File: src/rtl/deq_pkg.sv
// ----------------------------------------------------------------------------
// Deque package
// Shared sizes, operation and status codes, and controller commands for the
// double-ended queue.
// ----------------------------------------------------------------------------
package deq_pkg;

  localparam int Depth   = 16;
  localparam int AddrW   = (Depth > 1) ? $clog2(Depth) : 1;
  localparam int CountW  = $clog2(Depth + 1);
  localparam int SumW    = CountW + 1;
  localparam int DataW   = 32;
  localparam int OccW    = 5;

  typedef enum logic [2:0] {
    KIND_PUSH_BACK  = 3'd0,
    KIND_PUSH_FRONT = 3'd1,
    KIND_POP_BACK   = 3'd2,
    KIND_POP_FRONT  = 3'd3,
    KIND_CLEAR      = 3'd4
  } kind_e;

  typedef enum logic [1:0] {
    ST_DONE  = 2'd0,
    ST_EMPTY = 2'd1,
    ST_FULL  = 2'd2
  } status_e;

  // Controller to datapath commands.
  typedef struct packed {
    logic load;     // latch the incoming item
    logic exec;     // update pointers, issue buffer access
    logic capture;  // take the buffer read data into the result
  } deq_cmd_t;

  // Fold a sum below twice the depth back into the buffer range.
  function automatic logic [AddrW-1:0] wrap_index(input logic [SumW-1:0] s);
    logic [SumW-1:0] t;
    begin
      t = s;
      if (s >= SumW'(Depth)) begin
        t = s - SumW'(Depth);
      end
      return t[AddrW-1:0];
    end
  endfunction

endpackage

File: src/rtl/deq_ram.sv
// ----------------------------------------------------------------------------
// Generic single-port RAM
// One read/write address per cycle, registered read data (read-first).
// ----------------------------------------------------------------------------
module deq_ram #(
  parameter int Width = 32,
  parameter int Depth = 16,
  parameter int AddrW = (Depth > 1) ? $clog2(Depth) : 1
) (
  input  logic             clk_i,
  input  logic             we_i,
  input  logic [AddrW-1:0] addr_i,
  input  logic [Width-1:0] wdata_i,
  output logic [Width-1:0] rdata_o
);

  logic [Width-1:0] mem_q [Depth];
  logic [Width-1:0] rdata_q;

  always_ff @(posedge clk_i) begin
    if (we_i) begin
      mem_q[addr_i] <= wdata_i;
    end
    rdata_q <= mem_q[addr_i];
  end

  assign rdata_o = rdata_q;

endmodule

File: src/rtl/deq_ctrl.sv
// ----------------------------------------------------------------------------
// Deque controller
// Sequences one item: accept, execute, read back, hand over the result.
// ----------------------------------------------------------------------------
module deq_ctrl
  import deq_pkg::*;
(
  input  logic     clk_i,
  input  logic     rst_ni,
  input  logic     in_valid_i,
  output logic     in_ready_o,
  output logic     out_valid_o,
  input  logic     out_ready_i,
  output deq_cmd_t cmd_o
);

  typedef enum logic [3:0] {
    S_IDLE = 4'b0001,
    S_EXEC = 4'b0010,
    S_READ = 4'b0100,
    S_OUT  = 4'b1000
  } state_e;

  state_e state_q, state_d;

  always_comb begin
    state_d = state_q;
    unique case (state_q)
      S_IDLE: begin
        if (in_valid_i) state_d = S_EXEC;
      end
      S_EXEC: state_d = S_READ;
      S_READ: state_d = S_OUT;
      S_OUT: begin
        if (out_ready_i) state_d = S_IDLE;
      end
      default: state_d = S_IDLE;
    endcase
  end

  always_ff @(posedge clk_i or negedge rst_ni) begin
    if (!rst_ni) begin
      state_q <= S_IDLE;
    end else begin
      state_q <= state_d;
    end
  end

  assign in_ready_o    = (state_q == S_IDLE);
  assign out_valid_o   = (state_q == S_OUT);
  assign cmd_o.load    = in_valid_i && in_ready_o;
  assign cmd_o.exec    = (state_q == S_EXEC);
  assign cmd_o.capture = (state_q == S_READ);

  // An accepted item is executed on the next cycle.
  a_load_exec : assert property (@(posedge clk_i) disable iff (!rst_ni)
    cmd_o.load |=> cmd_o.exec)
    else $error("execute did not follow a transfer");

  // Read data is captured right after execution.
  a_exec_capture : assert property (@(posedge clk_i) disable iff (!rst_ni)
    cmd_o.exec |=> cmd_o.capture)
    else $error("capture did not follow execute");

  // No new item while a result is pending.
  a_one_item : assert property (@(posedge clk_i) disable iff (!rst_ni)
    out_valid_o |-> !in_ready_o)
    else $error("input ready while result pending");

endmodule

File: src/rtl/deq_dp.sv
// ----------------------------------------------------------------------------
// Deque datapath
// Head pointer, word count, circular buffer and result registers.
// ----------------------------------------------------------------------------
module deq_dp
  import deq_pkg::*;
(
  input  logic                    clk_i,
  input  logic                    rst_ni,
  input  deq_cmd_t                cmd_i,
  input  logic [2:0]              kind_i,
  input  logic signed [DataW-1:0] value_i,
  output logic signed [DataW-1:0] popped_value_o,
  output logic [1:0]              status_o,
  output logic [OccW-1:0]         occupancy_o
);

  logic [2:0]        kind_q;
  logic [DataW-1:0]  value_q;
  logic [AddrW-1:0]  head_q, head_d;
  logic [CountW-1:0] count_q, count_d;
  logic [1:0]        status_q, status_d;
  logic              pop_q, pop_d;
  logic [DataW-1:0]  popped_q;

  logic              full, empty;
  logic              ram_we;
  logic [AddrW-1:0]  ram_addr;
  logic [DataW-1:0]  ram_rdata;
  logic [SumW-1:0]   sum_back;
  logic [AddrW-1:0]  head_dec, head_inc;

  assign full     = (count_q == CountW'(Depth));
  assign empty    = (count_q == '0);
  assign sum_back = SumW'(head_q) + SumW'(count_q);
  assign head_dec = (head_q == '0) ? AddrW'(Depth - 1) : head_q - AddrW'(1);
  assign head_inc = wrap_index(SumW'(head_q) + SumW'(1));

  always_comb begin
    head_d   = head_q;
    count_d  = count_q;
    status_d = ST_DONE;
    pop_d    = 1'b0;
    ram_we   = 1'b0;
    ram_addr = head_q;
    unique case (kind_q)
      KIND_PUSH_BACK: begin
        if (full) begin
          status_d = ST_FULL;
        end else begin
          ram_we   = 1'b1;
          ram_addr = wrap_index(sum_back);
          count_d  = count_q + CountW'(1);
        end
      end
      KIND_PUSH_FRONT: begin
        if (full) begin
          status_d = ST_FULL;
        end else begin
          ram_we   = 1'b1;
          ram_addr = head_dec;
          head_d   = head_dec;
          count_d  = count_q + CountW'(1);
        end
      end
      KIND_POP_BACK: begin
        if (empty) begin
          status_d = ST_EMPTY;
        end else begin
          pop_d    = 1'b1;
          ram_addr = wrap_index(sum_back - SumW'(1));
          count_d  = count_q - CountW'(1);
        end
      end
      KIND_POP_FRONT: begin
        if (empty) begin
          status_d = ST_EMPTY;
        end else begin
          pop_d    = 1'b1;
          ram_addr = head_q;
          head_d   = head_inc;
          count_d  = count_q - CountW'(1);
        end
      end
      KIND_CLEAR: begin
        head_d  = '0;
        count_d = '0;
      end
      default: begin
      end
    endcase
  end

  always_ff @(posedge clk_i or negedge rst_ni) begin
    if (!rst_ni) begin
      head_q  <= '0;
      count_q <= '0;
    end else if (cmd_i.exec) begin
      head_q  <= head_d;
      count_q <= count_d;
    end
  end

  // Payload registers, no reset.
  always_ff @(posedge clk_i) begin
    if (cmd_i.load) begin
      kind_q  <= kind_i;
      value_q <= value_i;
    end
    if (cmd_i.exec) begin
      status_q <= status_d;
      pop_q    <= pop_d;
    end
    if (cmd_i.capture) begin
      popped_q <= pop_q ? ram_rdata : '0;
    end
  end

  deq_ram #(
    .Width (DataW),
    .Depth (Depth),
    .AddrW (AddrW)
  ) u_ram (
    .clk_i   (clk_i),
    .we_i    (ram_we && cmd_i.exec),
    .addr_i  (ram_addr),
    .wdata_i (value_q),
    .rdata_o (ram_rdata)
  );

  assign popped_value_o = popped_q;
  assign status_o       = status_q;
  assign occupancy_o    = OccW'(count_q);

  a_count_bound : assert property (@(posedge clk_i) disable iff (!rst_ni)
    count_q <= CountW'(Depth))
    else $error("word count beyond depth");

  // Never write the buffer while it is full.
  a_no_write_full : assert property (@(posedge clk_i) disable iff (!rst_ni)
    (cmd_i.exec && ram_we) |-> !full)
    else $error("buffer write while full");

  // Never pop while the buffer is empty.
  a_no_pop_empty : assert property (@(posedge clk_i) disable iff (!rst_ni)
    (cmd_i.exec && pop_d) |-> !empty)
    else $error("pop while empty");

endmodule

File: src/rtl/double_ended_queue.sv
// ----------------------------------------------------------------------------
// Double-ended queue
// Bounded deque of 32-bit words in a circular buffer.
// ----------------------------------------------------------------------------
// Usage:
//   Input channel (in_valid_i/in_ready_o) carries kind_i and value_i: push
//   back, push front, pop back, pop front or clear. Every transfer yields
//   exactly one result on the output channel (out_valid_o/out_ready_i):
//   popped_value_o (zero unless a pop succeeded), status_o (done, pop on
//   empty, push on full dropped) and occupancy_o after the operation.
//   After the input transfer the item is executed and read back before
//   the result is valid. One item is in flight at a time, so an item
//   passes through input transfer, execute, buffer read through the
//   registered RAM port and result transfer before the next is taken.
//   The buffer holds Depth words; a push onto a full queue is dropped.
//   Reset empties the queue and returns to idle; buffer contents are not
//   cleared, as only written entries are ever read.
//   While the receiver stalls the result holds and in_ready_o stays low.
// ----------------------------------------------------------------------------
module double_ended_queue
  import deq_pkg::*;
(
  input  logic                    clk_i,
  input  logic                    rst_ni,
  input  logic                    in_valid_i,
  output logic                    in_ready_o,
  input  logic [2:0]              kind_i,
  input  logic signed [DataW-1:0] value_i,
  output logic                    out_valid_o,
  input  logic                    out_ready_i,
  output logic signed [DataW-1:0] popped_value_o,
  output logic [1:0]              status_o,
  output logic [OccW-1:0]         occupancy_o
);

  deq_cmd_t cmd;

  deq_ctrl u_ctrl (
    .clk_i       (clk_i),
    .rst_ni      (rst_ni),
    .in_valid_i  (in_valid_i),
    .in_ready_o  (in_ready_o),
    .out_valid_o (out_valid_o),
    .out_ready_i (out_ready_i),
    .cmd_o       (cmd)
  );

  deq_dp u_dp (
    .clk_i          (clk_i),
    .rst_ni         (rst_ni),
    .cmd_i          (cmd),
    .kind_i         (kind_i),
    .value_i        (value_i),
    .popped_value_o (popped_value_o),
    .status_o       (status_o),
    .occupancy_o    (occupancy_o)
  );

endmodule

File: config.mk
export PLATFORM = sky130hd
export DESIGN_NAME = double_ended_queue
export DESIGN_NICKNAME = d
export VERILOG_FILES = /design/src/rtl/deq_pkg.sv /design/src/rtl/deq_ram.sv /design/src/rtl/deq_ctrl.sv /design/src/rtl/deq_dp.sv /design/src/rtl/double_ended_queue.sv
export SDC_FILE = /design/constraint.sdc
export NUM_CORES = 1
export LEC_CHECK = 0
export BUFFER_PORTS_ARGS = -buffer_cell sky130_fd_sc_hd__buf_2
export CAP_MARGIN = 0
export CORE_ASPECT_RATIO = 1.1
export CORE_MARGIN = 2
export CORE_UTILIZATION = 44
export CTS_CLUSTER_SIZE = 24
export DETAILED_ROUTE_END_ITERATION = 12
export PLACE_DENSITY = 0.59
export RECOVER_POWER = 50
export SYNTH_ARGS = -nofsm -noshare
export SYNTH_HDL_FRONTEND = slang
export SYNTH_SLANG_ARGS = --single-unit
File: constraint.sdc
create_clock -name clk_i -period 5.6 [get_ports clk_i]
set_clock_uncertainty 0.05 [all_clocks]
set_input_delay 0.84 -clock clk_i [delete_from_list [all_inputs] [get_ports clk_i]]
set_output_delay 0.84 -clock clk_i [all_outputs]
set_load 0.02 [all_outputs]
### Word-level counts from Yosys, hierarchy flattened

Memory sizes are Yosys's and may differ from the RTL's. A register that Yosys moved wholly into a read port is not among the register bits.
Cells that the tools add are included.

| word-level totals | value |
|---|---|
| register bits after elaboration | 83 |
| bits in writable memories | 512 |
| input bits | 39 |
| output and inout bits | 41 |
| logic and storage cells | 71 |
| memories kept | 1 |

| operators by class | value |
|---|---|
| add/sub/neg operators | 9 |
| order comparisons | 3 |
| equality and inequality tests | 14 |
| multiplexer cells | 24 |
| reductions and logical operators | 12 |

Memories:

| name | words | width | rd ports | clocked after Yosys merged registers in | write ports | line | RTL |
|---|---|---|---|---|---|---|---|
| u_dp.u_ram.mem_q | 16 | 32 | 1 | 1 | 1 | deq_ram.sv:17 | `logic [Width-1:0] mem_q [Depth];` |

Operator list:

| operator | number |
|---|---|
| two-way mux 4 bit | 10 |
| case mux 4 bit (3 select lines) | 2 |
| case mux 4 bit (4 select lines) | 1 |
| subtractor 4 x 1 -> 4 bit (second input constant) | 4 |
| case mux 5 bit (3 select lines) | 1 |
| greater-or-equal comparator 6 x 5 -> 1 bit (second input constant) | 2 |
| two-way mux 5 bit | 2 |
| != test 2 bit (second input constant) | 4 |
| adder 4 x 5 -> 6 bit | 1 |
| == test 3 x 2 -> 1 bit (second input constant) | 2 |
| two-way mux 1 bit | 6 |
| nonzero test 3 bit | 2 |
| subtractor 6 x 1 -> 6 bit (second input constant) | 1 |
| adder 4 x 1 -> 5 bit (second input constant) | 1 |
| adder 5 x 1 -> 5 bit (second input constant) | 1 |
| == test 5 bit (second input constant) | 1 |
| greater-or-equal comparator 5 bit (second input constant) | 1 |
| logical NOT 5 bit | 1 |
| subtractor 5 x 1 -> 5 bit (second input constant) | 1 |
| == test 4 x 1 -> 1 bit (second input constant) | 1 |
| == test 4 x 2 -> 1 bit (second input constant) | 1 |
| == test 4 x 3 -> 1 bit (second input constant) | 1 |
| == test 4 bit (second input constant) | 1 |
| logical NOT 4 bit | 1 |
| other kinds (11) | 13 |

### Depth between registers and ports, before layout

| logic depth | value |
|---|---|
| word-level depth | 6 |
| depth in mapped cells | 14 |
| gate-level depth less buffers | 11 |

### Modules after synthesis

A second synthesis with hierarchy kept.

| unflattened totals | value |
|---|---|
| cell total of the unflattened synthesis | 1117 |
| area total of the unflattened synthesis | 23600.1 sq um |

Modules (own cells, without submodules):

| module | times used | cells each | area an instance (sq um) |
|---|---|---|---|
| deq_ram | 1 | 840 | 19862.8 |
| deq_dp | 1 | 257 | 3518.4 |
| deq_ctrl | 1 | 20 | 219.0 |

### Worst setup path after synthesis

No wires, ideal clock.

| path | value |
|---|---|
| kind | register to register |
| start | reg u_dp.count_q[0] (netlist: u_dp.occupancy_o[0]) |
| end | mem u_dp.u_ram.mem_q[10][0] (enable) |
| library setup time | 421 ps |
| arrival | 4315 ps |
| required time | 5129 ps |
| path slack | 813 ps |
| stages on the path, launching flop included | 13 |
| clock period less this slack | 4787 ps |
| cells stage by stage | dfrtp_1 > ha_1 > fa_1 > inv_1 > ha_1 > nor3_1 > o21ai_2 > a21bo_2 > nand3_1 > buf_2 > clkbuf_1 > nand4_1 > nor2_1 |

| on the way | value |
|---|---|
| word-level cells in the longest chain between the ends | 6 |
| elaborated cells on any way between the ends | 19 |
| those cells by class | 4 x add/sub; 2 x order compare; 1 x eq/ne; 10 x mux; 2 x reduce/logical |

RTL lines:

| what | line | RTL |
|---|---|---|
| start: declaration | deq_dp.sv:21 | `logic [CountW-1:0] count_q, count_d;` |
| start signal: assignment | deq_dp.sv:100 | `count_q <= count_d;` |
| adder 4 x 5 -> 6 bit / == test 5 bit (equally long branches) | deq_dp.sv:35, deq_dp.sv:33 |  |
| subtractor 6 x 1 -> 6 bit / two-way mux 1 bit (equally long branches) | deq_dp.sv:71, deq_dp.sv:48, deq_dp.sv:57 |  |
| greater-or-equal comparator 6 x 5 -> 1 bit, or another cell as far along | deq_pkg.sv:41 | `if (s >= SumW'(Depth)) begin` |
| two-way mux 4 bit / logical AND 1 bit (equally long branches) | deq_pkg.sv:41, deq_dp.sv:125 |  |
| two-way mux 4 bit / two-way mux 1 bit (equally long branches) | deq_dp.sv:67, deq_ram.sv:21 |  |
| case mux 4 bit (3 select lines) / two-way mux 1 bit (equally long branches) | deq_dp.sv:46, deq_ram.sv:22 |  |
| end: declaration | deq_ram.sv:17 |  |

Several ways; a longest one is shown, not always the timed one.

### Worst setup path after layout

| path | value |
|---|---|
| start | reg u_dp.kind_q[1] |
| end | mem u_dp.u_ram.mem_q[10][15] (enable) |

| on the way | value |
|---|---|
| word-level cells in the longest chain between the ends | 6 |
| elaborated cells on any way between the ends | 9 |
| those cells by class | 2 x eq/ne; 4 x mux; 3 x reduce/logical |

RTL lines:

| what | line | RTL |
|---|---|---|
| start: declaration | deq_dp.sv:18 | `logic [2:0] kind_q;` |
| start signal: assignment | deq_dp.sv:107 | `kind_q <= kind_i;` |
| == test 3 x 1 -> 1 bit / logical NOT 3 bit (equally long branches) | deq_dp.sv:46 | `unique case (kind_q)` |
| OR reduction 2 bit (no line) | - |  |
| two-way mux 1 bit | - |  |
| logical AND 1 bit | deq_dp.sv:125 | `.we_i (ram_we && cmd_i.exec),` |
| two-way mux 1 bit | deq_ram.sv:21 | `if (we_i) begin` |
| two-way mux 1 bit (implied by the code) | deq_ram.sv:22 | `mem_q[addr_i] <= wdata_i;` |

Several ways; a longest one is shown, not always the timed one.

==> flow_metrics.tcl <==
set metrics [dict create \
    cp_max_fo 32 \
    die_w_microns 232 \
    violations "max-capacitance violations, max-slew violations" \
    fp.coreArea_sq_um 56200 \
    grt_start_max_net_pins 110 \
    clk_pin_slew_ns 0.06 \
    worstMarginPinSlew_ns 1.85 \
    slew_violations 33 \
    fmax_mhz 217 \
    wl_met3_mm 3.38 \
    synth_nets 1781 \
    vias_per_cell 5.97 \
    finalPower_mw 16.5 \
    start_util 0.447 \
    worst_ep_required_time_ns 5.78 \
    run_status "finished, violations left" \
    syn_area_per_cell_sq_um 14.5 \
    cts_repair_resize_count 0 \
    routedWlPerCell_microns 24.3 \
    die_y_microns 255 \
    gr-total-overflow 0 \
    tritoncts "yes" \
    slew_headroom -0.230 \
    cts_sinks 627 \
    synthArstFlopShare 0.0207 \
    drc 0 \
    num-nets-final 1820 \
    yosysSeqAreaShare 0.734 \
    grt_usage 0.212 \
    startpoint_type "flop" \
    rsz0062_at_grt "false" \
    fin_crit_sh 0.823 \
    drv_cap 1 \
    syn_to_final_growth_pct 14.2 \
    synth_flop_cell "edfxtp_1" \
    cpPeakStageDelay_ns 0.91 \
    firstDrtPassIters 6 \
    cts_root_buf "clkbuf_16" \
    wl_met2_mm 31.1 \
    hpwl_mm 33.8 \
    syn_inst 1731 \
    rows 91 \
    ys_ff_latch 627 \
    holdBufCountCts 0 \
    wl_mm 62.4 \
    synthTopCellsByArea "edfxtp_1, a32oi_1, nand2_1, a21oi_1, a221o_1" \
    synth.distinct_cells 61 \
    yosysTopAreaCell "edfxtp_1" \
    crit_path_cell_trace "or2_1 > a21oi_2 > a31oi_1 > o31ai_1 > o21ai_4 > buf_4 > nor2_4" \
    drive_above_1_share 0.136 \
    worst-setup-path-type "flop to flop" \
    ys.warnings.count 0 \
    period_minus_slack_ns 4.61 \
    drt_iter0_drc 1598 \
    ant_nets 0 \
    slowest_stage "o31ai_1" \
    top_layer_used "met4" \
    post-cts-setup-buffer-count 0 \
    cts_buffer_depth 3 \
    num_vias 15316 \
    critPathCaptureType "flop" \
    cts_buffers 61 \
    hold_path_class "input port to async pin" \
    pin_count 80 \
    cts_max_level 2 \
    netlist_area_sq_um 25100 \
    power_density_nw_per_um2 575 \
    tns_ns 0 \
    grt_pass1_vias 14941 \
    routabilityCongestion 0.854 \
    synth-edff-count 582 \
    hold_viol_final 0 \
    layout_commonest_cell "edfxtp_1" \
    final_cell_mix "edfxtp_1, nand2_1, a21oi_1" \
    cp.arrival_ns 4.79 \
    antenna_found_initial 0 \
    p_leak_nw 9.81 \
    ir_drop_mv 0.630 \
    wl_met1_mm 26.8 \
    antenna_cells 0 \
    synth_top_area_share 0.695 \
    die_area_sq_um 59100 \
    setup_viol 0 \
    io_buffers 79 \
    worst_skew_pair.late_latency_ns 0.62 \
    grt_pass1_wl_mm 94.2 \
]
-- metal layers --
metal / vias up / global-route usage
met2: 484 / 0.362
met5: - / 0
met3: 81 / 0.0314
li1: 6900 / -
met4: 0 / 0.0509
met1: 7851 / 0.286
-- power breakdown --
part,internal [mW],total [mW],switching [mW],leakage [nW]
Combinational,1.94,5.88,3.94,3.04
Sequential,5.68,6.09,0.410,5.68
Clock,2.76,4.54,1.78,1.08
Total,10.4,16.5,6.13,9.81
-- worst paths after layout --
kind                                        from                        to  slack [ns]  cells past startpoint
min                                       rst_ni       u_dp.occupancy_o[1]        0.23                      1
max in group asynchronous                 rst_ni         u_ctrl.state_q[1]        4.79                      1
max reg2reg                       u_dp.kind_q[1]  u_dp.u_ram.mem_q[10][15]        0.99                      7
min reg2reg                u_dp.u_ram.rdata_o[4]    u_dp.popped_value_o[4]        0.46                      1
min in group clk_i                   value_i[19]          u_dp.value_q[19]        0.34                      1
max                               u_dp.kind_q[1]  u_dp.u_ram.mem_q[10][15]        0.99                      7
-- worst max-delay path, delay by kind of cell, from the launching register on --
kind	cells	cell delay, ns
compound gates	4	1.85
simple gates	2	1.25
flops	1	0.67
buf+inv	1	0.36
-- cell type report --
class | count | area, sq um
clock inverters | 36 | 566
clock buffers | 79 | 1680
inverters | 11 | 41.3
well taps | 744 | 931
flip-flops and latches | 627 | 18400
fillers | 4736 | 27500
repair buffers | 120 | 817
multi-input cells | 949 | 6230
-- Yosys cell counts (all sizes together) (2+ instances only) --
cell,count
edfxtp,582
nand2,214
a21oi,137
clkbuf,114
a32oi,96
nor3,72
a211o,66
and3,66
a221o,65
nand3,37
and2,36
mux2i,33
dfxtp,32
nor2,31
buf,30
o21ai,15
dfrtp,12
inv,11
o31ai,10
ha,9
nand2b,8
nor4b,6
nand4,5
nor2b,4
a21o,3
a221oi,3
xnor2,3
xor2,3
a211oi,2
a31oi,2
fa,2
nor4,2
o22ai,2
o32a,2
o32ai,2
-- flip-flops by register name, summed over array words and instances, names as in the netlist --
register and flops:
u_dp.status_o 2, u_dp.occupancy_o 5, u_dp.kind_q 3, u_dp.pop_q 1, u_dp.popped_value_o 32, u_dp.value_q 32
u_dp.u_ram.rdata_o 32, u_dp.u_ram.mem_q 512, u_dp.head_q 4, u_ctrl.state_q 4
-- through the flow --
stage                      util  hold slack [ns]  area, sq um  instances  setup slack [ns]
after floorplan               -            0.419        25100       1731             0.813
after global placement    0.471            0.443        26500       2451              1.06
after detailed placement  0.471            0.445        26500       2451              1.00
after CTS                 0.511           0.0428        28700       2566             0.955
after global routing      0.510            0.269        28700       2566             0.646
final                     0.510            0.226        28700       2566             0.993
-- cell families (layout without fill, tap and decap cells) --
logic type | count (synthesis) | in the layout | share of synthesized area
mux | 33 | 33 | 0.0131
simple gates | 484 | 484 | 0.0923
xor+xnor | 7 | 7 | 0.00304
compound gates | 414 | 414 | 0.125
buf+inv | 155 | 246 | 0.0266
fa+ha+maj | 11 | 11 | 0.00607
flops | 627 | 627 | 0.734
Power figures use the tool's default switching activity.
